`src/mwc_pkg.sv`:
```
`timescale 1ns / 1ps
`default_nettype none

package mwc_pkg;

   localparam int MAX_WIDTH   = 1024;
   localparam int MAX_HEIGHT  = 1024;
   localparam int WINDOW      = 7;
   localparam int HALF        = WINDOW / 2;
   localparam int SAMPLE_BITS = 16;
   localparam int PIX_BITS    = SAMPLE_BITS + 1;
   localparam int LB_ROWS     = WINDOW - 1;

   localparam int DIM_BITS    = $clog2(MAX_WIDTH + 1);
   localparam int ADDR_BITS   = $clog2(MAX_WIDTH);
   localparam int LAG_BITS    = $clog2(HALF * MAX_WIDTH + HALF + 2);

   localparam int KIND_BITS   = 3;
   localparam int WEIGHT_BITS = 5;
   localparam int ROW_BITS    = 22;
   localparam int RDIV_BITS   = 6;
   localparam int SUM_BITS    = 24;
   localparam int DIV_BITS    = 8;
   localparam int NUM_BITS    = 24;
   localparam int DEN_BITS    = 8;
   localparam int DIV_STAGES  = 4;
   localparam int DIV_STEPS   = NUM_BITS / DIV_STAGES;

   localparam int PADDR_BITS  = 4;
   localparam int PDATA_BITS  = 32;

   // register indexes (byte address / 4)
   localparam logic [1:0] REG_FILTER_KIND  = 2'd0;
   localparam logic [1:0] REG_FRAME_WIDTH  = 2'd1;
   localparam logic [1:0] REG_FRAME_HEIGHT = 2'd2;

   // filter kinds
   localparam logic [KIND_BITS-1:0] KIND_NONE  = 3'd0;
   localparam logic [KIND_BITS-1:0] KIND_BLUR3 = 3'd4;

   typedef logic [PIX_BITS-1:0] pixel_type;
   typedef logic [LB_ROWS-1:0][PIX_BITS-1:0] lb_word_type;
   typedef logic [WINDOW-1:0][WINDOW-1:0][PIX_BITS-1:0] window_type;

   typedef struct packed {
      logic signed [SAMPLE_BITS-1:0] height_sample;
      logic                          mask_bit;
      logic                          flush;
   } req_type;

   typedef struct packed {
      logic signed [SAMPLE_BITS-1:0] filtered_value;
      logic                          frame_last;
   } rsp_type;

   typedef struct packed {
      logic                  shift;
      logic                  emit;
      logic                  last;
      pixel_type             pixel;
      logic [ADDR_BITS-1:0]  addr;
      logic [WINDOW-1:0]     row_ok;
      logic [WINDOW-1:0]     col_ok;
   } front_type;

   typedef struct packed {
      logic              valid;
      logic              last;
      logic [WINDOW-1:0] row_ok;
      logic [WINDOW-1:0] col_ok;
   } tap_ctl_type;

   typedef struct packed {
      logic                          valid;
      logic                          last;
      logic                          pass;
      logic signed [SAMPLE_BITS-1:0] center;
      logic                          zero_div;
      logic                          neg;
      logic signed [SUM_BITS-1:0]    raw_sum;
      logic [NUM_BITS-1:0]           num;
      logic [DEN_BITS-1:0]           den;
   } div_req_type;

endpackage

`default_nettype wire

```
`src/mwc_div.sv`:
```
`timescale 1ns / 1ps
`default_nettype none

module mwc_div import mwc_pkg::*; (
   input  logic        clock,
   input  logic        reset,
   input  logic        adv,
   input  div_req_type div_req,
   output logic        fin_valid,
   output rsp_type     fin_data
);

   typedef struct packed {
      logic                          valid;
      logic                          last;
      logic                          pass;
      logic signed [SAMPLE_BITS-1:0] center;
      logic                          zero_div;
      logic                          neg;
      logic signed [SUM_BITS-1:0]    raw_sum;
      logic [NUM_BITS-1:0]           num;
      logic [DEN_BITS-1:0]           den;
      logic [DEN_BITS-1:0]           rem;
      logic [NUM_BITS-1:0]           quo;
   } div_stage_type;

   localparam logic signed [SUM_BITS:0] SAT_HI = (SUM_BITS+1)'((1 << (SAMPLE_BITS-1)) - 1);
   localparam logic signed [SUM_BITS:0] SAT_LO = -(SAT_HI + 1'b1);

   // restoring division, six quotient bits per stage
   function automatic div_stage_type div_steps(input div_stage_type s);
      div_stage_type    t;
      logic [DEN_BITS:0] r9;
      t = s;
      for (int i = 0; i < DIV_STEPS; i++) begin
         r9    = {t.rem, t.num[NUM_BITS-1]};
         t.num = {t.num[NUM_BITS-2:0], 1'b0};
         if (r9 >= {1'b0, t.den}) begin
            t.rem = DEN_BITS'(r9 - {1'b0, t.den});
            t.quo = {t.quo[NUM_BITS-2:0], 1'b1};
         end else begin
            t.rem = r9[DEN_BITS-1:0];
            t.quo = {t.quo[NUM_BITS-2:0], 1'b0};
         end
      end
      return t;
   endfunction

   div_stage_type dstg_ff [DIV_STAGES];
   div_stage_type first;
   div_stage_type tail;
   logic signed [SUM_BITS:0] signed_q, value;
   logic signed [SAMPLE_BITS-1:0] sat;
   logic    fin_valid_ff;
   rsp_type fin_ff;

   always_comb begin
      first.valid    = div_req.valid;
      first.last     = div_req.last;
      first.pass     = div_req.pass;
      first.center   = div_req.center;
      first.zero_div = div_req.zero_div;
      first.neg      = div_req.neg;
      first.raw_sum  = div_req.raw_sum;
      first.num      = div_req.num;
      first.den      = div_req.den;
      first.rem      = '0;
      first.quo      = '0;
   end

   always_ff @(posedge clock) begin
      if (reset) begin
         for (int k = 0; k < DIV_STAGES; k++) begin
            dstg_ff[k] <= '0;
         end
      end else if (adv) begin
         dstg_ff[0] <= div_steps(first);
         for (int k = 1; k < DIV_STAGES; k++) begin
            dstg_ff[k] <= div_steps(dstg_ff[k-1]);
         end
      end
   end

   assign tail     = dstg_ff[DIV_STAGES-1];
   assign signed_q = tail.neg ? -$signed({1'b0, tail.quo}) : $signed({1'b0, tail.quo});
   assign value    = tail.zero_div ? (SUM_BITS+1)'(tail.raw_sum) : signed_q;

   always_comb begin
      if (value > SAT_HI) begin
         sat = SAT_HI[SAMPLE_BITS-1:0];
      end else if (value < SAT_LO) begin
         sat = SAT_LO[SAMPLE_BITS-1:0];
      end else begin
         sat = value[SAMPLE_BITS-1:0];
      end
   end

   always_ff @(posedge clock) begin
      if (reset) begin
         fin_valid_ff <= 1'b0;
      end else if (adv) begin
         fin_valid_ff <= tail.valid;
      end
   end

   always_ff @(posedge clock) begin
      if (adv) begin
         fin_ff.filtered_value <= tail.pass ? tail.center : sat;
         fin_ff.frame_last     <= tail.last;
      end
   end

   assign fin_valid = fin_valid_ff;
   assign fin_data  = fin_ff;

endmodule

`default_nettype wire

```
`config.mk`:
```
export PLATFORM = sky130hd
export DESIGN_NAME = mwc_div
export DESIGN_NICKNAME = d
export VERILOG_FILES = /design/src/mwc_pkg.sv /design/src/mwc_div.sv
export SDC_FILE = /design/constraint.sdc
export NUM_CORES = 1
export LEC_CHECK = 0
export BUFFER_PORTS_ARGS = -buffer_cell sky130_fd_sc_hd__buf_2
export CORE_AREA = 2 2 220 222
export CTS_BUF_LIST = sky130_fd_sc_hd__clkbuf_8
export DETAILED_ROUTE_END_ITERATION = 12
export DIE_AREA = 0 0 222 224
export PLACE_DENSITY = 0.66
export SLEW_MARGIN = 5
export SYNTH_ARGS = -nofsm -noshare
export SYNTH_HDL_FRONTEND = slang
export SYNTH_SLANG_ARGS = --single-unit
```
`constraint.sdc`:
```
create_clock -name clock -period 35 [get_ports clock]
set_input_delay 1.75 -clock clock [delete_from_list [all_inputs] [get_ports clock]]
set_output_delay 1.75 -clock clock [all_outputs]
set_load 0.005 [all_outputs]
```
==> summary.md <==
| Metric | Value |
|---|---|
| Min cycle time layout | `15.17 ns` |
| Antenna diode count | `0` |
| GR Util met3 | `3.34%` |
| Vias in the first global route | `16900` |
| Data required, critical path | `35.40 ns` |
| Final RePlAce weighted congestion | `0.903` |
| Final hold violations | `0` |
| Outcome | `finished clean` |
| FFs w/ async S/R, synth | `0%` |
| Die Span Y | `224 um` |
| Initial Utilization | `49.3%` |
| Crit-path max FO | `14` |
| DPL Wire Length | `38.0 mm` |
| CTS Hold Bufs | `0` |
| DP Worst Slack | `19.85 ns` |
| Clk buf depth | `3` |
| DRT iter0 DRCs | `922` |
| # H-tree levels | `2` |
| YS warnings | `0` |
| Post-synth net total | `2512` |
| Register area share after synthesis | `43.9%` |
| TritonCTS clock tree | `yes` |
| IO Pins | `98` |
| Drt via density | `5.62` |
| Drc violations | `0` |
| Antenna violations before repair | `0` |
| Post-DP Area | `24500 um2` |
| CP arrival | `15.56 ns` |
| Highest clock rate | `0.0659 GHz` |
| Final setup fails | `0` |
| Hold_ws | `0.487 ns` |
| DIE AREA | `49700 um2` |
| Worst Clk Skew | `0.0333 ns` |
| Fin crit share | `43.3%` |
| Post-CTS Repair Setup Buffers | `0` |
| Most used cell, CP | `o21ai_0` |
| Synth area leaders | `edfxtp_1, ha_1, and2_1, xnor2_1, nor2_1` |
| Synthesized flop and latch total | `342` |
| Post_cts resized | `0` |
| Clock sinks | `342` |
| CP Class | `reg2reg` |
| Most Crowded Layer GR | `met2` |
| RSZ-0062 raised after global routing | `no` |
| Mapped Area | `23400 um2` |
| Yosys top cell by area | `edfxtp_1` |
| DR pass1 iterations | `5` |
| Predominant post-synthesis flop cell | `edfxtp_1` |
| Grt met1 use | `27.2%` |
| Synth top area share | `43.9%` |
| Max-slew headroom | `18.8%` |
| Num rows | `80` |
| Die W | `222 um` |
| Core area | `47300 um2` |
| Critical path startpoint category | `register` |
| Max incr delay on CP | `0.59 ns` |
| TritonCTS buffer count | `56` |
| Slowest CP cell | `a2111o_1` |
| WL final | `51.9 mm` |
| Setup total negative slack | `0 ns` |
| First-pass GRT wire length | `84.9 mm` |
| Max Cap Viol | `0` |
| CP Capture Type | `register` |
| Gr ovfl total | `0` |
| Wirelength per Cell | `17.4 um` |
| Number of flops mapped to enable cells by yosys | `341` |
| # nets final | `2617` |
| Final Instance Area | `25600 um2` |
| Largest net degree at the start of global routing | `110` |
| Layout area overhead | `9.52%` |
| Clock Root Buffer | `clkbuf_8` |
| Worst Hold Class | `reg2reg` |
| Max Slew Vio Count | `0` |
| Fin worst setup slack | `19.83 ns` |
| Worst-margin pin slew | `1.22 ns` |
| Via count | `16800` |
| GRT met2 Usage | `35.8%` |
| Clk_lat worst skew | `0.64 ns` |
| Post-route ant nets | `0` |
| Yosys cell types | `90` |
| Layout cells sized above 1 | `11.5%` |
| IO buf count | `97` |
| Synthesized area per cell | `10.5 um2` |
| GR Util All Layers | `21.0%` |
| Reg clk slew, reported paths | `0.06 ns` |
| Syn Inst Count | `2223` |
[routing by layer]
metal,vias to the layer above,wire [um]
met1,7994,23600
met2,381,24600
met4,0,1560
met5,-,0
met3,116,2140
li1,8328,-
[cell type report]
type | instances | area [um2]
Sequential cell | 342 | 10300
Clock buffer | 57 | 785
Inverter | 142 | 533
Multi-Input combinational cell | 1676 | 12300
Clock inverter | 49 | 322
Tap cell | 615 | 769
Timing Repair Buffer | 110 | 583
Fill cell | 4091 | 21800
[flip-flops by register name, indices dropped and copies added (netlist names)]
name,flops
fin_valid,1
dstg_ff,324
fin_data,17
[worst paths after layout]
check,from,endpoint,cells past startpoint,slack [ns]
worst max-delay path,dstg_ff[0][38],dstg_ff[1][26],57,19.83
worst min-delay path,dstg_ff[2][14],dstg_ff[3][20],1,0.49
worst max register to register,dstg_ff[0][38],dstg_ff[1][26],57,19.83
worst min register to register,dstg_ff[2][14],dstg_ff[3][20],1,0.49
[synth_stat cells (22+ instances only)]
library cell and number:
o211ai_1 31, nand2_1 99, nand3_1 30, edfxtp_1 341, and2_1 267, inv_1 142, nand4_1 26, xor2_1 46
fa_1 22, a21oi_1 111, mux2_2 43, nor2_1 149, a21o_1 25, ha_1 187, clkbuf_1 54, o21a_1 31
nor3_1 30, nand2b_1 33, mux2i_1 49, o21ai_0 108, xnor2_1 70, nor2b_1 50
[stage by stage]
step	utilization, %	std cells
final	54.0	2991
after detailed placement	51.7	2885
after global routing	54.0	2991
after CTS	54.0	2991
after floorplan	-	2223
after global placement	51.7	2885
[critical path, delay by kind of cell (launching register included)]
| family | cells | cell delay, ns |
|---|---|---|
| and+or+nand+nor | 13 | 3.20 |
| muxes | 2 | 0.83 |
| AOI/OAI and AO/OA | 33 | 8.01 |
| DFF | 1 | 0.38 |
| buffers and inverters | 3 | 0.56 |
| adders and majority gates | 6 | 1.92 |
[placed cells by master (no fill, tap or decap), drive strengths merged, types with 26 or more instances in the layout]
cell type | Yosys | final
o21ai | 116 | 116
mux2i | 51 | 51
nand3 | 30 | 30
nand4 | 26 | 26
buf | 8 | 110
clkbuf | 55 | 57
edfxtp | 341 | 341
nand2b | 33 | 33
clkinv | 0 | 36
o211ai | 34 | 34
xnor2 | 70 | 70
ha | 187 | 187
o21a | 31 | 31
inv | 142 | 150
nor3 | 32 | 32
nor2 | 150 | 150
a21oi | 112 | 112
xor2 | 46 | 46
nor2b | 50 | 50
nand2 | 99 | 99
mux2 | 44 | 44
and2 | 267 | 267
[kinds of logic after synthesis]
group | count (synthesis) | synth area share [%]
flip-flops | 342 | 43.9
AND/OR/NAND/NOR | 774 | 18.2
multiplexers | 95 | 4.42
AO/OA/AOI/OAI | 482 | 13.9
adder cells (fa/ha/maj) | 209 | 11.9
buffers and inverters | 205 | 3.34
XOR/XNOR | 116 | 4.35
Power is left out: the tool's default activity adds up to more than one toggle a clock period on the data nets, which glitch-free logic cannot reach.
