$ cat config.mk
export PLATFORM = sky130hd
export DESIGN_NAME = mwc_accum
export DESIGN_NICKNAME = d
export VERILOG_FILES = /design/src/mwc_pkg.sv /design/src/mwc_accum.sv
export SDC_FILE = /design/constraint.sdc
export NUM_CORES = 2
export LEC_CHECK = 0
export BUFFER_PORTS_ARGS = -buffer_cell sky130_fd_sc_hd__buf_2
export CAP_MARGIN = 20
export CORE_UTILIZATION = 60
export DETAILED_ROUTE_END_ITERATION = 12
export GPL_TIMING_DRIVEN = 1
export PLACE_DENSITY = 0.81
export SLEW_MARGIN = 25
export SYNTH_ARGS = -nofsm -noshare
export SYNTH_HDL_FRONTEND = slang
export SYNTH_SLANG_ARGS = --single-unit
export TNS_END_PERCENT = 100
$ cat constraint.sdc
create_clock -name clock -period 27.9 [get_ports clock]
set_input_delay 2.79 -clock clock [delete_from_list [all_inputs] [get_ports clock]]
set_output_delay 2.79 -clock clock [all_outputs]
set_load 0.01 [all_outputs]
$ cat src/mwc_pkg.sv
`timescale 1ns / 1ps
`default_nettype none

package mwc_pkg;

   localparam int MAX_WIDTH   = 1024;
   localparam int MAX_HEIGHT  = 1024;
   localparam int WINDOW      = 7;
   localparam int HALF        = WINDOW / 2;
   localparam int SAMPLE_BITS = 16;
   localparam int PIX_BITS    = SAMPLE_BITS + 1;
   localparam int LB_ROWS     = WINDOW - 1;

   localparam int DIM_BITS    = $clog2(MAX_WIDTH + 1);
   localparam int ADDR_BITS   = $clog2(MAX_WIDTH);
   localparam int LAG_BITS    = $clog2(HALF * MAX_WIDTH + HALF + 2);

   localparam int KIND_BITS   = 3;
   localparam int WEIGHT_BITS = 5;
   localparam int ROW_BITS    = 22;
   localparam int RDIV_BITS   = 6;
   localparam int SUM_BITS    = 24;
   localparam int DIV_BITS    = 8;
   localparam int NUM_BITS    = 24;
   localparam int DEN_BITS    = 8;
   localparam int DIV_STAGES  = 4;
   localparam int DIV_STEPS   = NUM_BITS / DIV_STAGES;

   localparam int PADDR_BITS  = 4;
   localparam int PDATA_BITS  = 32;

   // register indexes (byte address / 4)
   localparam logic [1:0] REG_FILTER_KIND  = 2'd0;
   localparam logic [1:0] REG_FRAME_WIDTH  = 2'd1;
   localparam logic [1:0] REG_FRAME_HEIGHT = 2'd2;

   // filter kinds
   localparam logic [KIND_BITS-1:0] KIND_NONE  = 3'd0;
   localparam logic [KIND_BITS-1:0] KIND_BLUR3 = 3'd4;

   typedef logic [PIX_BITS-1:0] pixel_type;
   typedef logic [LB_ROWS-1:0][PIX_BITS-1:0] lb_word_type;
   typedef logic [WINDOW-1:0][WINDOW-1:0][PIX_BITS-1:0] window_type;

   typedef struct packed {
      logic signed [SAMPLE_BITS-1:0] height_sample;
      logic                          mask_bit;
      logic                          flush;
   } req_type;

   typedef struct packed {
      logic signed [SAMPLE_BITS-1:0] filtered_value;
      logic                          frame_last;
   } rsp_type;

   typedef struct packed {
      logic                  shift;
      logic                  emit;
      logic                  last;
      pixel_type             pixel;
      logic [ADDR_BITS-1:0]  addr;
      logic [WINDOW-1:0]     row_ok;
      logic [WINDOW-1:0]     col_ok;
   } front_type;

   typedef struct packed {
      logic              valid;
      logic              last;
      logic [WINDOW-1:0] row_ok;
      logic [WINDOW-1:0] col_ok;
   } tap_ctl_type;

   typedef struct packed {
      logic                          valid;
      logic                          last;
      logic                          pass;
      logic signed [SAMPLE_BITS-1:0] center;
      logic                          zero_div;
      logic                          neg;
      logic signed [SUM_BITS-1:0]    raw_sum;
      logic [NUM_BITS-1:0]           num;
      logic [DEN_BITS-1:0]           den;
   } div_req_type;

endpackage

`default_nettype wire

$ cat src/mwc_accum.sv
`timescale 1ns / 1ps
`default_nettype none

module mwc_accum import mwc_pkg::*; (
   input  logic                 clock,
   input  logic                 reset,
   input  logic                 adv,
   input  logic [KIND_BITS-1:0] filter_kind,
   input  tap_ctl_type          tap_ctl,
   input  window_type           window,
   output div_req_type          div_req
);

   localparam logic signed [WEIGHT_BITS-1:0] KERNEL_TAB [5][WINDOW][WINDOW] = '{
      '{default: '0},
      '{'{0,0,0,0,0,0,0}, '{0,0,0,0,0,0,0}, '{0,0,-1,-1,-1,0,0}, '{0,0,-1,9,-1,0,0},
        '{0,0,-1,-1,-1,0,0}, '{0,0,0,0,0,0,0}, '{0,0,0,0,0,0,0}},
      '{'{0,0,0,0,0,0,0}, '{0,0,0,0,0,0,0}, '{0,0,1,1,1,0,0}, '{0,0,1,2,1,0,0},
        '{0,0,1,1,1,0,0}, '{0,0,0,0,0,0,0}, '{0,0,0,0,0,0,0}},
      '{'{0,0,0,0,0,0,0}, '{0,0,1,1,1,0,0}, '{0,1,2,2,2,1,0}, '{0,1,2,3,2,1,0},
        '{0,1,2,2,2,1,0}, '{0,0,1,1,1,0,0}, '{0,0,0,0,0,0,0}},
      '{'{0,0,1,1,1,0,0}, '{0,1,2,2,2,1,0}, '{1,2,3,3,3,2,1}, '{1,2,3,4,3,2,1},
        '{1,2,3,3,3,2,1}, '{0,1,2,2,2,1,0}, '{0,0,1,1,1,0,0}}
   };

   logic [KIND_BITS-1:0]         kind_eff;
   logic signed [ROW_BITS-1:0]   row_sum [WINDOW];
   logic signed [RDIV_BITS-1:0]  row_div [WINDOW];
   logic signed [ROW_BITS-1:0]   s3_sum_ff [WINDOW];
   logic signed [RDIV_BITS-1:0]  s3_div_ff [WINDOW];
   logic                         s3_valid_ff, s3_last_ff, s3_pass_ff;
   logic signed [SAMPLE_BITS-1:0] s3_center_ff, s4_center_ff;
   logic                         s4_valid_ff, s4_last_ff, s4_pass_ff;
   logic signed [SUM_BITS-1:0]   s4_sum_ff, total_sum, mag;
   logic signed [DIV_BITS-1:0]   s4_div_ff, total_div;
   logic [DIV_BITS-2:0]          d_mag;
   div_req_type                  s5_ff;

   assign kind_eff = (filter_kind > KIND_BLUR3) ? KIND_NONE : filter_kind;

   // weighted row sums over in-range taps
   always_comb begin
      for (int dr = 0; dr < WINDOW; dr++) begin
         row_sum[dr] = '0;
         row_div[dr] = '0;
         for (int dc = 0; dc < WINDOW; dc++) begin
            if (tap_ctl.row_ok[dr] && tap_ctl.col_ok[dc]) begin
               row_sum[dr] = row_sum[dr] +
                  ROW_BITS'($signed(window[dr][dc][SAMPLE_BITS-1:0])) *
                  ROW_BITS'(KERNEL_TAB[kind_eff][dr][dc]);
               row_div[dr] = row_div[dr] + RDIV_BITS'(KERNEL_TAB[kind_eff][dr][dc]);
            end
         end
      end
   end

   always_comb begin
      total_sum = '0;
      total_div = '0;
      for (int dr = 0; dr < WINDOW; dr++) begin
         total_sum = total_sum + SUM_BITS'(s3_sum_ff[dr]);
         total_div = total_div + DIV_BITS'(s3_div_ff[dr]);
      end
   end

   assign mag   = s4_sum_ff[SUM_BITS-1] ? -s4_sum_ff : s4_sum_ff;
   assign d_mag = s4_div_ff[DIV_BITS-2:0];

   always_ff @(posedge clock) begin
      if (reset) begin
         s3_valid_ff <= 1'b0;
         s4_valid_ff <= 1'b0;
         s5_ff.valid <= 1'b0;
      end else if (adv) begin
         s3_valid_ff <= tap_ctl.valid;
         s4_valid_ff <= s3_valid_ff;
         s5_ff.valid <= s4_valid_ff;
      end
      if (adv) begin
         s3_sum_ff    <= row_sum;
         s3_div_ff    <= row_div;
         s3_last_ff   <= tap_ctl.last;
         s3_pass_ff   <= !window[HALF][HALF][SAMPLE_BITS];
         s3_center_ff <= $signed(window[HALF][HALF][SAMPLE_BITS-1:0]);
         s4_sum_ff    <= total_sum;
         s4_div_ff    <= total_div;
         s4_last_ff   <= s3_last_ff;
         s4_pass_ff   <= s3_pass_ff;
         s4_center_ff <= s3_center_ff;
         s5_ff.last     <= s4_last_ff;
         s5_ff.pass     <= s4_pass_ff;
         s5_ff.center   <= s4_center_ff;
         s5_ff.zero_div <= (d_mag == '0);
         s5_ff.neg      <= s4_sum_ff[SUM_BITS-1];
         s5_ff.raw_sum  <= s4_sum_ff;
         s5_ff.num      <= NUM_BITS'({mag, 1'b0}) + NUM_BITS'(d_mag);
         s5_ff.den      <= {d_mag, 1'b0};
      end
   end

   assign div_req = s5_ff;

endmodule

`default_nettype wire

==> results.cfg <==
[run_status]
outcome = completed

[routing]
routed_via_density = 5.87
wl_per_cell_um = 20.0
drc_errors = 0
drtPass1Iterations = 7
drt_iter0_drc = 5628
routed_wl_um = 249000
detail-route-antenna-nets = 0
vias = 72900

[global_route]
overflow = 0
use_met2_pct = 54.9
gr-usage-met3_pct = 4.72
gr-usage-all-layers_pct = 33.5
grt_first_pass_wirelength_um = 390000
use_met1_pct = 44.6
grt_pass1_vias = 73400
antenna_found_initial = 91
grt_max_degree = 114
top_usage_layer = met2

[timing]
fin_crit_ps = 22530
fin_ws_ps = 5370
timing.fmax_mhz = 44.4
tns_ps = 0
min_period_over_period_pct = 80.8
skew_ps = 41.4
hold_viol = 0
worst_slew_pin_slew_ps = 1050
slew_headroom_pct = 30.1
setup_viol = 0
rsz0062_at_grt = false
drv_slew = 0

[worst_setup_path]
setup.worst_path.start = filter_kind[0]
crit_type = in -> reg
crit_fanout = 56
cp.arrival_ps = 22820
reg2reg_from = s3_sum_ff[89]
critPathSlowestCell = buf_4
cp_slowest_stage_delay_ps = 650
required_ps = 28190
critical_path_buf_inv_count = 11
end_kind = flop
cpLargestDelayFamily = adder cells
start_kind = input pin

[logic_synthesis]
synth.most_common_cell = ha_1
synth_cells = 9925
yosys_register_bits = 333
synthFlopType = edfxtp_1
avgSynthCellArea_um2 = 8.84
synthTopCellsByCount = 1,494 x ha_1, 1,314 x inv_1, 1,052 x nand2_1
yosys_warnings = 0
syn_area_um2 = 87700
yosys.area.top_type = fa_1
seq_area_frac_synth_pct = 11.4
synthArstFlopShare_pct = 0
synth_area_leaders = fa_1 23%, ha_1 21%, edfxtp_1 11%
synth_top_area_share_pct = 23.1
synth-edff-count = 330
ys_types = 100

[run]
cap_violations = 0

[die]
die_w_um = 384
fp.dieH_um = 384
io_pins = 932
dieArea_um2 = 148000
coreArea_um2 = 144000
initial_core_util_pct = 60.7
rows = 139

[clock_network]
cts_tree = done
clk_pin_slew_ps = 60
cts_setup_buffers = 0
cts_resized = 0
clk_latency_ps = 600
cts-root-buf = clkbuf_16
clock_path_buffers = 3
clock_tree.htree_level_count = 2
cts_sinks = 333
ctsHoldBuffers = 0
cts_buffers = 36

[cells_and_area]
syn_to_final_growth_pct = 7.68
drive_gt1_share_pct = 10.1
fillers = 12000
final_nets = 13800
final_cell_count_no_fill = 12400
final_cell_area_um2 = 94400

[placement]
portBuffers = 690
place.gp.congestion = 0.973
dp_cells = 12300
placed_cell_area_um2 = 93000
place_ws_ps = 5160
hpwl_um = 210000

[power_and_ir_drop]
leakagePower_nw = 49.7
sw_frac_of_total_pct = 49.2
power.share.clock_pct = 8.6
ir_drop_mv = 0.178
p_per_area_nw_per_um2 = 65.7
internal_power_mw = 3.15
finalPower_mw = 6.21
p_seq_share_pct = 15.3
switchingPower_mw = 3.06
comb_power_share_pct = 76.2

[hold_path]
hp-class = reg -> reg
hold_start = s3_center_ff[5]
[metal layers]
layer / wire length (µm) / share of wire (%)
met4: 10400 / 4.2
met2: 115000 / 46
met3: 20100 / 8.1
met5: 133 / 0.054
met1: 103000 / 41
[area by class of cell]
| class | instances | area [µm²] | share of cell area (%) |
|---|---|---|---|
| multi-input cells | 7994 | 71700 | 76.0 |
| clock inverters | 27 | 364 | 0.386 |
| flip-flops and latches | 333 | 9970 | 10.6 |
| diodes | 73 | 183 | 0.193 |
| inverters | 1314 | 4940 | 5.23 |
| clock buffers | 38 | 908 | 0.962 |
| repair buffers | 751 | 3940 | 4.17 |
| well taps | 1903 | 2380 | 2.52 |
[metrics by stage]
stage / hold slack, ps / utilization, %
global placement: 400 / 64.4
detailed placement: 405 / 64.4
CTS: 419 / 65.3
finish: 418 / 65.4
global route: 421 / 65.4
floorplan: 400 / -
[cell families (layout without fill, tap and decap cells)]
logic type / count (synthesis) / in the layout / synth area share, %
fa+ha+maj: 2507 / 2507 / 44.4
compound gates: 1665 / 1665 / 12.1
simple gates: 2998 / 2998 / 16.5
mux: 195 / 195 / 2.44
buf+inv: 1605 / 2130 / 6.89
xor+xnor: 621 / 621 / 6.23
flops: 333 / 333 / 11.4
other cells: 1 / 81 / 0.00428
[flip-flops by register name (all words and copies together) (netlist names)]
name          count
s3_last_ff        1
div_req          74
s4_sum_ff        24
s3_sum_ff       154
s4_valid_ff       1
s4_div_ff         7
s4_last_ff        1
s4_pass_ff        1
s3_div_ff        36
s3_center_ff     16
s4_center_ff     16
s3_pass_ff        1
s3_valid_ff       1
[power by group through the flow]
stage	clock network [mW]	registers, mW	logic [mW]
3_3_place_gp	0	0.949	4.42
4_1_cts	0.539	0.944	4.67
2_1_floorplan	0	0.914	3.42
5_1_grt	0.553	0.954	5.27
6_report	0.532	0.947	4.73
3_5_place_dp	0	0.952	4.59
[placed cells by master, fill, tap and decap left out, types with 16 or more instances in the layout]
master / n
fa_1: 1013
nor2_1: 601
nor2b_1: 69
o21bai_1: 53
a31o_2: 23
xor2_1: 216
nor3b_1: 16
o21ai_1: 21
a21oi_1: 479
nand2_1: 1050
clkbuf_16: 36
mux2_2: 146
o41ai_1: 20
o211ai_1: 21
diode_2: 73
a211oi_1: 44
nand3_1: 98
nand2b_1: 188
edfxtp_1: 330
and2_1: 576
and3_1: 68
a21o_1: 141
o21ai_0: 389
mux2i_1: 48
or2_2: 28
a31oi_1: 70
a22oi_1: 37
or3_1: 64
o22ai_1: 24
o21a_1: 99
nor3_1: 145
buf_4: 58
o31ai_1: 39
a211o_1: 18
ha_1: 1494
a41oi_1: 16
buf_2: 689
a21boi_0: 26
xnor2_1: 403
inv_1: 1313
[path summary, 6_finish.rpt]
path	end	slack, ps	cells past startpoint
worst max-delay path	s3_sum_ff[87]	5370	76
worst min-delay path	s4_center_ff[5]	420	0
worst max register to register	s4_sum_ff[23]	21780	22
worst min register to register	s4_center_ff[5]	420	0
(Power assumes the default switching activity.)
