## src/mwc_pkg.sv

```systemverilog
`timescale 1ns / 1ps
`default_nettype none

package mwc_pkg;

   localparam int MAX_WIDTH   = 1024;
   localparam int MAX_HEIGHT  = 1024;
   localparam int WINDOW      = 7;
   localparam int HALF        = WINDOW / 2;
   localparam int SAMPLE_BITS = 16;
   localparam int PIX_BITS    = SAMPLE_BITS + 1;
   localparam int LB_ROWS     = WINDOW - 1;

   localparam int DIM_BITS    = $clog2(MAX_WIDTH + 1);
   localparam int ADDR_BITS   = $clog2(MAX_WIDTH);
   localparam int LAG_BITS    = $clog2(HALF * MAX_WIDTH + HALF + 2);

   localparam int KIND_BITS   = 3;
   localparam int WEIGHT_BITS = 5;
   localparam int ROW_BITS    = 22;
   localparam int RDIV_BITS   = 6;
   localparam int SUM_BITS    = 24;
   localparam int DIV_BITS    = 8;
   localparam int NUM_BITS    = 24;
   localparam int DEN_BITS    = 8;
   localparam int DIV_STAGES  = 4;
   localparam int DIV_STEPS   = NUM_BITS / DIV_STAGES;

   localparam int PADDR_BITS  = 4;
   localparam int PDATA_BITS  = 32;

   // register indexes (byte address / 4)
   localparam logic [1:0] REG_FILTER_KIND  = 2'd0;
   localparam logic [1:0] REG_FRAME_WIDTH  = 2'd1;
   localparam logic [1:0] REG_FRAME_HEIGHT = 2'd2;

   // filter kinds
   localparam logic [KIND_BITS-1:0] KIND_NONE  = 3'd0;
   localparam logic [KIND_BITS-1:0] KIND_BLUR3 = 3'd4;

   typedef logic [PIX_BITS-1:0] pixel_type;
   typedef logic [LB_ROWS-1:0][PIX_BITS-1:0] lb_word_type;
   typedef logic [WINDOW-1:0][WINDOW-1:0][PIX_BITS-1:0] window_type;

   typedef struct packed {
      logic signed [SAMPLE_BITS-1:0] height_sample;
      logic                          mask_bit;
      logic                          flush;
   } req_type;

   typedef struct packed {
      logic signed [SAMPLE_BITS-1:0] filtered_value;
      logic                          frame_last;
   } rsp_type;

   typedef struct packed {
      logic                  shift;
      logic                  emit;
      logic                  last;
      pixel_type             pixel;
      logic [ADDR_BITS-1:0]  addr;
      logic [WINDOW-1:0]     row_ok;
      logic [WINDOW-1:0]     col_ok;
   } front_type;

   typedef struct packed {
      logic              valid;
      logic              last;
      logic [WINDOW-1:0] row_ok;
      logic [WINDOW-1:0] col_ok;
   } tap_ctl_type;

   typedef struct packed {
      logic                          valid;
      logic                          last;
      logic                          pass;
      logic signed [SAMPLE_BITS-1:0] center;
      logic                          zero_div;
      logic                          neg;
      logic signed [SUM_BITS-1:0]    raw_sum;
      logic [NUM_BITS-1:0]           num;
      logic [DEN_BITS-1:0]           den;
   } div_req_type;

endpackage

`default_nettype wire

```

## src/mwc_front.sv

```systemverilog
`timescale 1ns / 1ps
`default_nettype none

module mwc_front import mwc_pkg::*; (
   input  logic                clock,
   input  logic                reset,
   input  logic                adv,
   input  logic                req_valid,
   output logic                req_ready,
   input  req_type             req_data,
   input  logic [DIM_BITS-1:0] width_eff,
   input  logic [DIM_BITS-1:0] height_eff,
   output front_type           front
);

   logic [DIM_BITS-1:0]  in_col_ff, in_col_in, in_row_ff, in_row_in;
   logic [DIM_BITS-1:0]  out_col_ff, out_col_in, out_row_ff, out_row_in;
   logic [LAG_BITS-1:0]  lag_ff, lag_in, lag_target;
   logic [ADDR_BITS-1:0] vcol_ff, vcol_in;
   logic input_done, pending, catchup, accept, pixel_take, flush_emit, bubble;
   logic shift, emit, last;
   logic [DIM_BITS:0] row_t [WINDOW];
   logic [DIM_BITS:0] col_t [WINDOW];

   assign lag_target = LAG_BITS'({width_eff, 1'b0}) + LAG_BITS'(width_eff) + LAG_BITS'(HALF);

   assign input_done = (in_row_ff >= height_eff);
   assign pending    = (out_row_ff < height_eff);
   // small frames: walk the window forward until the next output is centered
   assign catchup    = req_valid && req_data.flush && input_done && pending &&
                       (lag_ff != lag_target);
   assign req_ready  = adv && !catchup;
   assign accept     = req_valid && req_ready;
   assign pixel_take = accept && !req_data.flush && !input_done;
   assign flush_emit = accept && req_data.flush && input_done && pending;
   assign bubble     = adv && catchup;
   assign shift      = pixel_take || flush_emit || bubble;
   assign emit       = flush_emit || (pixel_take && (lag_ff == lag_target));
   assign last       = emit && (out_col_ff == width_eff - 1'b1) &&
                       (out_row_ff == height_eff - 1'b1);

   always_comb begin
      in_col_in  = in_col_ff;
      in_row_in  = in_row_ff;
      out_col_in = out_col_ff;
      out_row_in = out_row_ff;
      lag_in     = lag_ff;
      vcol_in    = vcol_ff;
      if (pixel_take) begin
         if (in_col_ff == width_eff - 1'b1) begin
            in_col_in = '0;
            in_row_in = in_row_ff + 1'b1;
         end else begin
            in_col_in = in_col_ff + 1'b1;
         end
      end
      if (shift) begin
         if ({1'b0, vcol_ff} == width_eff - 1'b1) begin
            vcol_in = '0;
         end else begin
            vcol_in = vcol_ff + 1'b1;
         end
      end
      if (shift && !emit) begin
         lag_in = lag_ff + 1'b1;
      end
      if (emit) begin
         if (out_col_ff == width_eff - 1'b1) begin
            out_col_in = '0;
            out_row_in = out_row_ff + 1'b1;
         end else begin
            out_col_in = out_col_ff + 1'b1;
         end
      end
      if (last) begin
         in_col_in  = '0;
         in_row_in  = '0;
         out_col_in = '0;
         out_row_in = '0;
         lag_in     = '0;
         vcol_in    = '0;
      end
   end

   always_ff @(posedge clock) begin
      if (reset) begin
         in_col_ff  <= '0;
         in_row_ff  <= '0;
         out_col_ff <= '0;
         out_row_ff <= '0;
         lag_ff     <= '0;
         vcol_ff    <= '0;
      end else begin
         in_col_ff  <= in_col_in;
         in_row_ff  <= in_row_in;
         out_col_ff <= out_col_in;
         out_row_ff <= out_row_in;
         lag_ff     <= lag_in;
         vcol_ff    <= vcol_in;
      end
   end

   always_comb begin
      front.shift = shift;
      front.emit  = emit;
      front.last  = last;
      front.pixel = pixel_take ? {req_data.mask_bit, req_data.height_sample} : '0;
      front.addr  = vcol_ff;
      for (int k = 0; k < WINDOW; k++) begin
         row_t[k] = (DIM_BITS+1)'(out_row_ff) + (DIM_BITS+1)'(k);
         col_t[k] = (DIM_BITS+1)'(out_col_ff) + (DIM_BITS+1)'(k);
         front.row_ok[k] = (row_t[k] >= (DIM_BITS+1)'(HALF)) &&
                           (row_t[k] < (DIM_BITS+1)'(height_eff) + (DIM_BITS+1)'(HALF));
         front.col_ok[k] = (col_t[k] >= (DIM_BITS+1)'(HALF)) &&
                           (col_t[k] < (DIM_BITS+1)'(width_eff) + (DIM_BITS+1)'(HALF));
      end
   end

endmodule

`default_nettype wire

```

## config.mk

```make
export PLATFORM = sky130hd
export DESIGN_NAME = mwc_front
export DESIGN_NICKNAME = d
export VERILOG_FILES = /design/src/mwc_pkg.sv /design/src/mwc_front.sv
export SDC_FILE = /design/constraint.sdc
export NUM_CORES = 1
export LEC_CHECK = 0
export BUFFER_PORTS_ARGS = -buffer_cell sky130_fd_sc_hd__buf_4
export CELL_PAD_IN_SITES_DETAIL_PLACEMENT = 1
export CELL_PAD_IN_SITES_GLOBAL_PLACEMENT = 2
export CORE_ASPECT_RATIO = 1.4
export CORE_MARGIN = 3
export CORE_UTILIZATION = 40
export CTS_CLUSTER_DIAMETER = 40
export CTS_CLUSTER_SIZE = 12
export DETAILED_ROUTE_END_ITERATION = 8
export GPL_TIMING_DRIVEN = 0
export PLACE_DENSITY_LB_ADDON = 0.1
export SLEW_MARGIN = 25
export SYNTH_ARGS = -nofsm -noshare
export SYNTH_HDL_FRONTEND = slang
export SYNTH_SLANG_ARGS = --single-unit
```

## constraint.sdc

```tcl
create_clock -name clock -period 8.3 [get_ports clock]
set_clock_uncertainty 0.1 [all_clocks]
set_input_delay 1.245 -clock clock [delete_from_list [all_inputs] [get_ports clock]]
set_output_delay 1.245 -clock clock [all_outputs]
set_load 0.005 [all_outputs]
```

==> flow_metrics.py, run 1 <==
metrics = {
    "outcome": {
        "status": "complete, no violations",
    },
    "logic_synthesis": {
        "synth_cell_types": 80,
        "synth_area_leaders": "ha_1 27%, dfxtp_1 12%, xnor2_1 11%, xor2_1 6.2%, nor2_1 4.3%",
        "yosysSeqAreaShare_pct": 11.9,
        "ys.flop_type": "dfxtp_1",
        "yosysWarningCount": 0,
        "synth_top_area_share_pct": 26.7,
        "synth_edf_count": 0,
        "synth_common_cells": "237 x ha_1, 137 x xnor2_1, 127 x nor2_1",
        "syn_nets": 1692,
        "synthArstFlopShare_pct": 0,
        "yosysMostFrequentCell": "ha_1",
        "synthCells": 1411,
        "synth_area_sq_um": 11100,
        "yosys.area.top_type": "ha_1",
        "ys_ff_latch": 66,
        "syn_avg_cell_area_sq_um": 7.87,
    },
    "place": {
        "port_buffers": 86,
        "gp_congestion": 0.837,
        "hpwlAfterDp_mm": 30.5,
    },
    "sta": {
        "slew_viol_final": 0,
        "rsz0062_at_grt": "no",
        "fin_hold_ws_ns": 0.414,
        "hold_viol_final": 0,
        "slew_headroom_pct": 30.7,
        "fin_tns_setup_ns": 0,
        "post-route-min-period_ns": 6.36,
        "max_slew.worst_pin.slew_ns": 1.03,
        "fmax_mhz": 157,
        "finalSetupViolations": 0,
        "finalCritPeriodShare_pct": 76.7,
    },
    "clocking": {
        "root_buffer": "clkbuf_16",
        "ctsHoldBuffers": 0,
        "h-tree-depth": 3,
        "clk_pin_slew_worst_paths_ns": 0.06,
        "cts_resized": 0,
        "numCtsBuffers": 9,
        "clk-insertion-delay-late_ns": 0.34,
        "cts_tree": "yes",
        "clk_path_buf_depth": 2,
        "cts.sinks": 66,
        "cts_setup_buffers": 0,
    },
    "route": {
        "via_per_inst": 5.75,
        "drt_pass1_iterations": 5,
        "avgRoutedWirePerCell_microns": 20.5,
        "drt-total-wl_mm": 38.5,
        "antenna_left": 0,
        "vias": 10805,
        "drcViolationCount": 0,
        "drtIter0Drc": 390,
    },
    "die": {
        "fp-row-count": 71,
        "fp.dieW_microns": 147,
        "io_pins": 89,
        "die_y_microns": 203,
        "die_area_sq_um": 29800,
        "initial_core_util_pct": 41.0,
        "core-area_sq_um": 27100,
    },
    "power_and_ir_drop": {
        "internal-power_uw": 680,
        "irDropWorstVdd_v": 0.0000902,
        "p_leak_uw": 0.00590,
        "seqPwrFrac_pct": 31.4,
        "power_density_nw_per_um2": 80.5,
        "p_clk_share_pct": 39.6,
        "p_sw_uw": 335,
        "switching_share_pct": 33.0,
        "p_comb_share_pct": 29.0,
    },
    "run": {
        "max_cap_violations": 0,
    },
    "critical_path": {
        "r2r_setup_slack_ns": 4.38,
        "worst_setup_path_start_kind": "input port",
        "critPathMaxFanout": 6,
        "worstSetupEndpointType": "primary output",
        "timing.rr.start": "out_row_ff[0]$_SDFFE_PP0P_",
        "worst-endpoint-arrival_ns": 5.02,
        "reg2reg_depth": 14,
        "required_ns": 6.95,
        "crit_type": "input port to primary output",
        "r2r_end": "vcol_ff[5]$_SDFFE_PP0P_",
    },
    "final_layout": {
        "fin_nets": 1789,
        "syn_to_final_growth_pct": 13.6,
        "antenna_cells": 0,
        "drive_gt1_share_pct": 10.1,
    },
    "global_routing": {
        "grt_antenna_before_repair": 0,
        "grt_pass1_wl_mm": 61.7,
        "overflow": 0,
        "grt_use_total_pct": 25.8,
        "grt_max_degree": 13,
        "first_global_vias": 11198,
    },
    "worst_hold_path": {
        "hold_depth": 2,
        "worstHoldStart": "in_row_ff[7]$_SDFFE_PP0P_",
        "min_to": "in_row_ff[7]$_SDFFE_PP0P_",
        "hp-class": "register to register",
    },
}
==> cell families after synthesis <==
family,after synthesis,synth area share [%]
compound gates,268,15.7
simple gates,485,22.5
buf+inv,128,4.61
mux,7,0.642
xor+xnor,220,18.0
fa+ha+maj,237,26.7
flops,66,11.9
==> worst max path at each step <==
stage,cells after the start,to,slack (ns),startpoint
2_1_floorplan,13,front[41],3.14,width_eff[7]
3_5_place_dp,15,front[41],1.99,width_eff[7]
6_report,15,front[41],1.94,width_eff[7]
3_3_place_gp,14,front[6],1.92,width_eff[0]
4_1_cts,15,front[41],1.94,width_eff[7]
5_1_grt,15,front[41],1.60,width_eff[7]
==> layout by cell type, fill, tap and decap left out, types with 5 or more instances in the layout <==
| master | synthesis | final |
|---|---|---|
| ha_1 | 237 | 237 |
| nor2_1 | 127 | 127 |
| xnor2_1 | 137 | 124 |
| nand2_1 | 98 | 98 |
| a21oi_1 | 90 | 90 |
| buf_4 | 4 | 90 |
| xor2_1 | 78 | 77 |
| inv_1 | 66 | 66 |
| dfxtp_1 | 66 | 66 |
| o21ai_0 | 52 | 52 |
| nor3_1 | 46 | 46 |
| nand3_1 | 42 | 42 |
| nand4_1 | 39 | 39 |
| a21o_1 | 36 | 36 |
| clkbuf_1 | 34 | 34 |
| nor4_1 | 24 | 24 |
| and2_1 | 23 | 23 |
| and3_1 | 16 | 16 |
| a31oi_1 | 13 | 13 |
| xnor2_2 | 0 | 13 |
| buf_1 | 12 | 12 |
| or3_1 | 11 | 11 |
| and4_1 | 9 | 9 |
| or4_1 | 9 | 9 |
| clkbuf_16 | 0 | 9 |
| o21a_1 | 8 | 8 |
| o211ai_1 | 8 | 8 |
| a211oi_1 | 8 | 8 |
| nor2b_1 | 7 | 7 |
| a221o_1 | 7 | 7 |
| nand2b_1 | 6 | 6 |
| a211o_1 | 6 | 6 |
| mux2i_1 | 6 | 6 |
| buf_2 | 6 | 6 |
| nand3b_1 | 5 | 5 |
==> critical path, stage by stage <==
cell	delay, ns
buf_4	0.11
clkbuf_1	0.41
inv_1	0.25
ha_1	0.35
ha_1	0.40
xnor2_1	0.43
or3b_2	0.22
nor3b_1	0.18
nand4_1	0.15
nor4_2	0.40
nand4_1	0.30
inv_1	0.15
and3_1	0.18
buf_4	0.13
buf_4	0.10
==> cell type report <==
type,instances,area (sq um)
Fill cell,3376,14500
Tap cell,365,457
Sequential cell,66,1320
Clock buffer,10,239
Timing Repair Buffer,86,646
Clock inverter,6,65.1
Multi-Input combinational cell,1217,9370
Buffer,58,249
Inverter,70,263
==> routing by layer <==
metal | up-vias | GRT usage [%] | part of all wire (%)
met5 | - | 0 | 0
met4 | 0 | 5.85 | 2.1
met3 | 48 | 2.30 | 2.2
met2 | 158 | 50.2 | 54
met1 | 5354 | 30.1 | 42
li1 | 5245 | - | -
==> flip-flops by register name, indices dropped and copies added, names as in the netlist <==
name,count
in_col_ff,11
in_row_ff,11
lag_ff,12
out_col_ff,11
out_row_ff,11
vcol_ff,10
==> power groups by stage <==
stage / Sequential (uW) / Clock, uW / Combinational (uW)
2_1_floorplan: 326 / 0 / 194
3_3_place_gp: 326 / 0 / 282
3_5_place_dp: 327 / 0 / 295
4_1_cts: 319 / 413 / 296
5_1_grt: 319 / 426 / 329
6_report: 319 / 402 / 294
==> through the flow <==
stage / instances / utilization [%] / setup slack, ns / area (sq um) / total power [uW]
floorplan: 1411 / - / 3.14 / 11100 / 520
global placement: 1862 / 45.0 / 1.92 / 12200 / 608
detailed placement: 1862 / 45.4 / 1.99 / 12300 / 621
CTS: 1878 / 46.6 / 1.94 / 12600 / 1030
global route: 1878 / 46.6 / 1.60 / 12600 / 1070
finish: 1878 / 46.6 / 1.94 / 12600 / 1020
No activity file was read; power rests on OpenSTA's default activity.
==> run 2: changes to the inputs <==
CORE_UTILIZATION = 34   (was 40)
clock period = 5.75 ns   (was 8.3 ns; I/O delays follow)
==> flow_metrics.py, run 2 (synthesis results as in run 1) <==
metrics = {
    "outcome": {
        "status": "complete, no violations",
    },
    "die": {
        "fp-row-count": 77,
        "die_y_microns": 220,
        "fp.dieW_microns": 159,
        "die_area_sq_um": 34900,
        "initial_core_util_pct": 34.8,
        "core-area_sq_um": 31900,
        "io_pins": 89,
    },
    "power_and_ir_drop": {
        "p_clk_share_pct": 38.8,
        "p_sw_uw": 479,
        "internal-power_uw": 970,
        "switching_share_pct": 33.1,
        "seqPwrFrac_pct": 31.8,
        "p_leak_uw": 0.00590,
        "p_comb_share_pct": 29.4,
        "irDropWorstVdd_v": 0.000124,
        "power_density_nw_per_um2": 114,
    },
    "route": {
        "avgRoutedWirePerCell_microns": 20.5,
        "drt_pass1_iterations": 4,
        "antenna_left": 0,
        "drtIter0Drc": 382,
        "via_per_inst": 5.42,
        "drcViolationCount": 0,
        "vias": 10541,
        "drt-total-wl_mm": 39.8,
    },
    "clocking": {
        "clk-insertion-delay-late_ns": 0.34,
        "cts.sinks": 66,
        "cts_setup_buffers": 0,
        "clk_pin_slew_worst_paths_ns": 0.06,
        "cts_tree": "yes",
        "ctsHoldBuffers": 0,
        "root_buffer": "clkbuf_16",
        "numCtsBuffers": 9,
        "h-tree-depth": 3,
        "clk_path_buf_depth": 2,
    },
    "run": {
        "max_cap_violations": 0,
    },
    "sta": {
        "hold_viol_final": 0,
        "max_slew.worst_pin.slew_ns": 1.01,
        "finalCritPeriodShare_pct": 94.8,
        "fmax_mhz": 184,
        "rsz0062_at_grt": "no",
        "finalSetupViolations": 0,
        "post-route-min-period_ns": 5.45,
        "slew_headroom_pct": 31.9,
        "fin_tns_setup_ns": 0,
        "fin_hold_ws_ns": 0.408,
        "slew_viol_final": 0,
    },
    "place": {
        "port_buffers": 86,
        "gp_congestion": 0.855,
        "hpwlAfterDp_mm": 32.0,
    },
    "critical_path": {
        "path_cells": "clkbuf_1 > inv_1 > ha_1 > a21oi_1 > o221ai_1 > a221oi_2 > o21a_1 > a41oi_2 > inv_2 > clkbuf_1 > nand4_1 > inv_1 > and3_1 > buf_4 > buf_4",
        "timing.rr.start": "out_row_ff[0]$_SDFFE_PP0P_",
        "worstSetupEndpointType": "primary output",
        "slowest_stage": "clkbuf_1",
        "worst_setup_path_start_kind": "input port",
        "critPathMaxFanout": 10,
        "r2r_setup_slack_ns": 1.68,
        "r2r_end": "vcol_ff[2]$_SDFFE_PP0P_",
        "reg2reg_depth": 14,
        "crit_type": "input port to primary output",
        "critical-path-max-stage-delay_ns": 0.44,
        "startpoint": "height_eff[4]",
        "critical_path.top_delay_family": "buffers and inverters",
        "path_buf_inv": 7,
        "worst-endpoint-arrival_ns": 4.49,
        "required_ns": 4.79,
    },
    "global_routing": {
        "grt_max_degree": 13,
        "grt_antenna_before_repair": 0,
        "overflow": 0,
        "first_global_vias": 11091,
        "grt_use_total_pct": 22.8,
        "grt_pass1_wl_mm": 63.1,
    },
    "worst_hold_path": {
        "worstHoldStart": "in_row_ff[10]$_SDFFE_PP0P_",
        "hp-class": "register to register",
        "hold_depth": 2,
        "min_to": "in_row_ff[10]$_SDFFE_PP0P_",
    },
    "final_layout": {
        "top_register": "lag_ff",
        "most-common-layout-cells": "237 x ha_1, 127 x nor2_1, 122 x xnor2_1, 98 x nand2_1",
        "seq_area_sq_um": 1320,
        "fin_util_pct": 39.8,
        "largest_register_ffs": 12,
        "syn_to_final_growth_pct": 14.4,
        "fin_nets": 1788,
        "mostFrequentLayoutCell": "ha_1",
        "antenna_cells": 0,
        "drive_gt1_share_pct": 10.2,
        "fillers": 3888,
        "multi_input_area_sq_um": 9390,
    },
}
==> run 2: cell count changes in the layout (fill, tap and decap cells not counted) <==
| cell | change |
|---|---|
| clkbuf_8 | -1 |
| clkinv_2 | -1 |
| clkinv_4 | -1 |
| clkinvlp_4 | +2 |
| xnor2_1 | -2 |
| xnor2_2 | +2 |
==> run 2: worst max path at each step <==
| stage | slack [ns] | cells past startpoint | to |
|---|---|---|---|
| finish | 0.30 | 15 | front[41] |
| global route | 0.05 | 15 | front[41] |
| CTS | 0.07 | 15 | front[41] |
| detailed placement | 0.08 | 15 | front[41] |
| global placement | 0.001 | 13 | front[6] |
| floorplan | 1.36 | 13 | front[41] |
==> run 2: layout make-up <==
| class | instances | share of cell area (%) |
|---|---|---|
| Multi-Input combinational cell | 1217 | 73.9 |
| Sequential cell | 66 | 10.4 |
| Timing Repair Buffer | 86 | 5.08 |
| Tap cell | 434 | 4.28 |
| Inverter | 70 | 2.07 |
| Buffer | 57 | 1.93 |
| Clock buffer | 10 | 1.80 |
| Clock inverter | 6 | 0.522 |
==> run 2: through the flow <==
stage	cells	power (uW)	setup slack, ns	cell area (sq um)
2_1_floorplan	1411	750	1.36	11100
3_3_place_gp	1931	884	0.00110	12300
3_5_place_dp	1931	901	0.0758	12400
4_1_cts	1947	1480	0.0680	12700
5_1_grt	1946	1540	0.0456	12700
6_report	1946	1450	0.301	12700
==> run 2: what timing repair did <==
item / in CTS / in global routing
endpoints found under the setup margin: 0 / 1
gates resized for setup: 0 / 1
endpoints found under the hold margin: 0 / 0
==> run 2: tightest hold or removal path: stages, from the launching register on <==
cell	delay, ns
dfxtp_1	0.33
o21ai_0	0.08
a21oi_1	0.06
==> run 2: per-layer routing <==
metal	GRT usage (%)	share of wire, %	vias to the layer above
li1	-	-	5223
met1	26.3	43	5145
met2	44.6	53	129
met5	0	0	-
met4	6.10	2.5	0
met3	2.22	2.1	44
==> run 2: power by group through the flow <==
stage / combinational (uW) / sequential, uW / clock [uW]
2_1_floorplan: 280 / 470 / 0
3_3_place_gp: 412 / 471 / 0
3_5_place_dp: 430 / 471 / 0
4_1_cts: 432 / 461 / 584
5_1_grt: 479 / 461 / 599
6_report: 426 / 461 / 563
==> run 3: changes to the inputs <==
CORE_ASPECT_RATIO = 0.5   (was 1.4)
==> flow_metrics.py, run 3 (synthesis results as in run 1) <==
metrics = {
    "die": {
        "die_y_microns": 134,
        "fp-row-count": 46,
        "initial_core_util_pct": 34.8,
        "fp.dieW_microns": 262,
        "core-area_sq_um": 31900,
        "die_area_sq_um": 35000,
        "io_pins": 89,
    },
    "sta": {
        "finalSetupViolations": 0,
        "fin_hold_ws_ns": 0.405,
        "slew_headroom_pct": 36.4,
        "post-route-min-period_ns": 5.37,
        "fmax_mhz": 186,
        "hold_viol_final": 0,
        "rsz0062_at_grt": "no",
        "finalCritPeriodShare_pct": 93.4,
        "max_slew.worst_pin.slew_ns": 0.954,
        "slew_viol_final": 0,
    },
    "global_routing": {
        "overflow": 0,
        "grt_pass1_wl_mm": 63.8,
        "grt_antenna_before_repair": 0,
        "grt_max_degree": 13,
        "first_global_vias": 11215,
        "grt_use_total_pct": 23.4,
    },
    "final_layout": {
        "top_register": "lag_ff",
        "antenna_cells": 0,
        "syn_to_final_growth_pct": 14.5,
        "most-common-layout-cells": "237 x ha_1, 127 x nor2_1, 121 x xnor2_1, 98 x nand2_1",
        "fillers": 3903,
        "fin_nets": 1787,
        "finish.instance_area_sq_um": 12700,
        "mostFrequentLayoutCell": "ha_1",
        "drive_gt1_share_pct": 10.3,
        "largest_register_ffs": 12,
    },
    "critical_path": {
        "crit_type": "input port to primary output",
        "slowest_stage": "xnor2_2",
        "critical_path.top_delay_family": "compound AO/OA/AOI/OAI gates",
        "critical-path-max-stage-delay_ns": 0.69,
        "required_ns": 4.79,
        "worst_setup_path_start_kind": "input port",
        "path_cells": "buf_4 > buf_6 > inv_1 > ha_1 > nor2b_1 > nand3_1 > xnor2_2 > ha_1 > a211oi_1 > a21oi_1 > a2111oi_0 > buf_4",
        "r2r_setup_slack_ns": 1.36,
        "path_buf_inv": 4,
        "worst-endpoint-arrival_ns": 4.41,
        "startpoint": "width_eff[0]",
        "timing.rr.start": "out_row_ff[0]$_SDFFE_PP0P_",
        "worstSetupEndpointType": "primary output",
        "critPathMaxFanout": 7,
    },
    "worst_hold_path": {
        "worstHoldStart": "in_row_ff[10]$_SDFFE_PP0P_",
        "hp-class": "register to register",
    },
    "outcome": {
        "status": "complete, no violations",
    },
    "route": {
        "drcViolationCount": 0,
        "met2WireLength_mm": 20.6,
        "drtIter0Drc": 467,
        "vias": 10698,
        "dr_wl_met3_mm": 1.09,
        "wirelength_met1_mm": 18.2,
        "maxUsedRoutingLayer": "met4",
        "drt-total-wl_mm": 41.0,
        "via_per_inst": 5.51,
        "avgRoutedWirePerCell_microns": 21.1,
        "antenna_left": 0,
        "drt_pass1_iterations": 5,
    },
    "power_and_ir_drop": {
        "p_leak_uw": 0.00591,
        "power_density_nw_per_um2": 114,
        "irDropWorstVdd_v": 0.000124,
    },
    "clocking": {
        "clk_path_buf_depth": 2,
        "ctsHoldBuffers": 0,
        "clk_pin_slew_worst_paths_ns": 0.06,
        "cts_tree": "yes",
        "root_buffer": "clkbuf_16",
        "cts_setup_buffers": 0,
        "cts.sinks": 66,
        "cts_resized": 0,
        "numCtsBuffers": 9,
        "h-tree-depth": 3,
        "clk-insertion-delay-late_ns": 0.33,
    },
    "place": {
        "place_area_sq_um": 12400,
        "port_buffers": 86,
        "gp_congestion": 0.880,
        "hpwlAfterDp_mm": 32.5,
    },
    "run": {
        "max_cap_violations": 0,
    },
}
run 3: worst paths after layout:
check / end / cells after the start
setup / recovery: front[6] / 12
hold / removal: in_row_ff[10]$_SDFFE_PP0P_ / 2
setup reg to reg: out_col_ff[6]$_SDFFE_PP0P_ / 14
hold reg to reg: in_row_ff[10]$_SDFFE_PP0P_ / 2
run 3: final cells by class:
cell class                 count  area [sq um]  area share (%)
buffer                        56           241            1.90
timing repair buffer          86           646            5.08
tap                          432           541            4.25
multi-input combinational   1217          9400            74.0
clock buffer                  10           229            1.80
inverter                      70           263            2.07
sequential                    66          1320            10.4
clock inverter                 6          67.6           0.531
run 3: per-stage QoR:
stage	setup WS [ns]	TNS, ns	util (%)	total power, uW	std cells
finish	0.382	0	39.8	1450	1943
global route	0.125	0	39.8	1530	1943
CTS	0.0742	0	39.8	1470	1945
detailed placement	0.0825	0	38.8	906	1929
global placement	-0.0522	-0.0522	38.5	883	1929
floorplan	1.36	0	-	750	1411
run 3: per-layer routing:
metal	global-route usage, %	vias up
met5	0	-
met3	2.51	59
met4	7.13	0
met1	28.6	5268
li1	-	5214
met2	43.0	157
run 3: worst reg2reg max path, stage by stage, from the launching register on:
cell	delay, ns
dfxtp_1	0.65
inv_1	0.37
ha_1	0.29
nor2b_1	0.14
o2111ai_1	0.12
a31oi_1	0.23
o221ai_1	0.25
a41oi_2	0.59
inv_2	0.28
and4_1	0.22
buf_2	0.18
nand2_1	0.13
buf_2	0.22
nand2_1	0.31
a21oi_1	0.23
run 3: report_power, final:
part	internal [uW]	switching (uW)	leakage (uW)	total (uW)
Sequential	459	2.26	0.000532	461
Clock	336	214	0.000139	550
Combinational	177	259	0.00524	436
Total	972	475	0.00591	1450
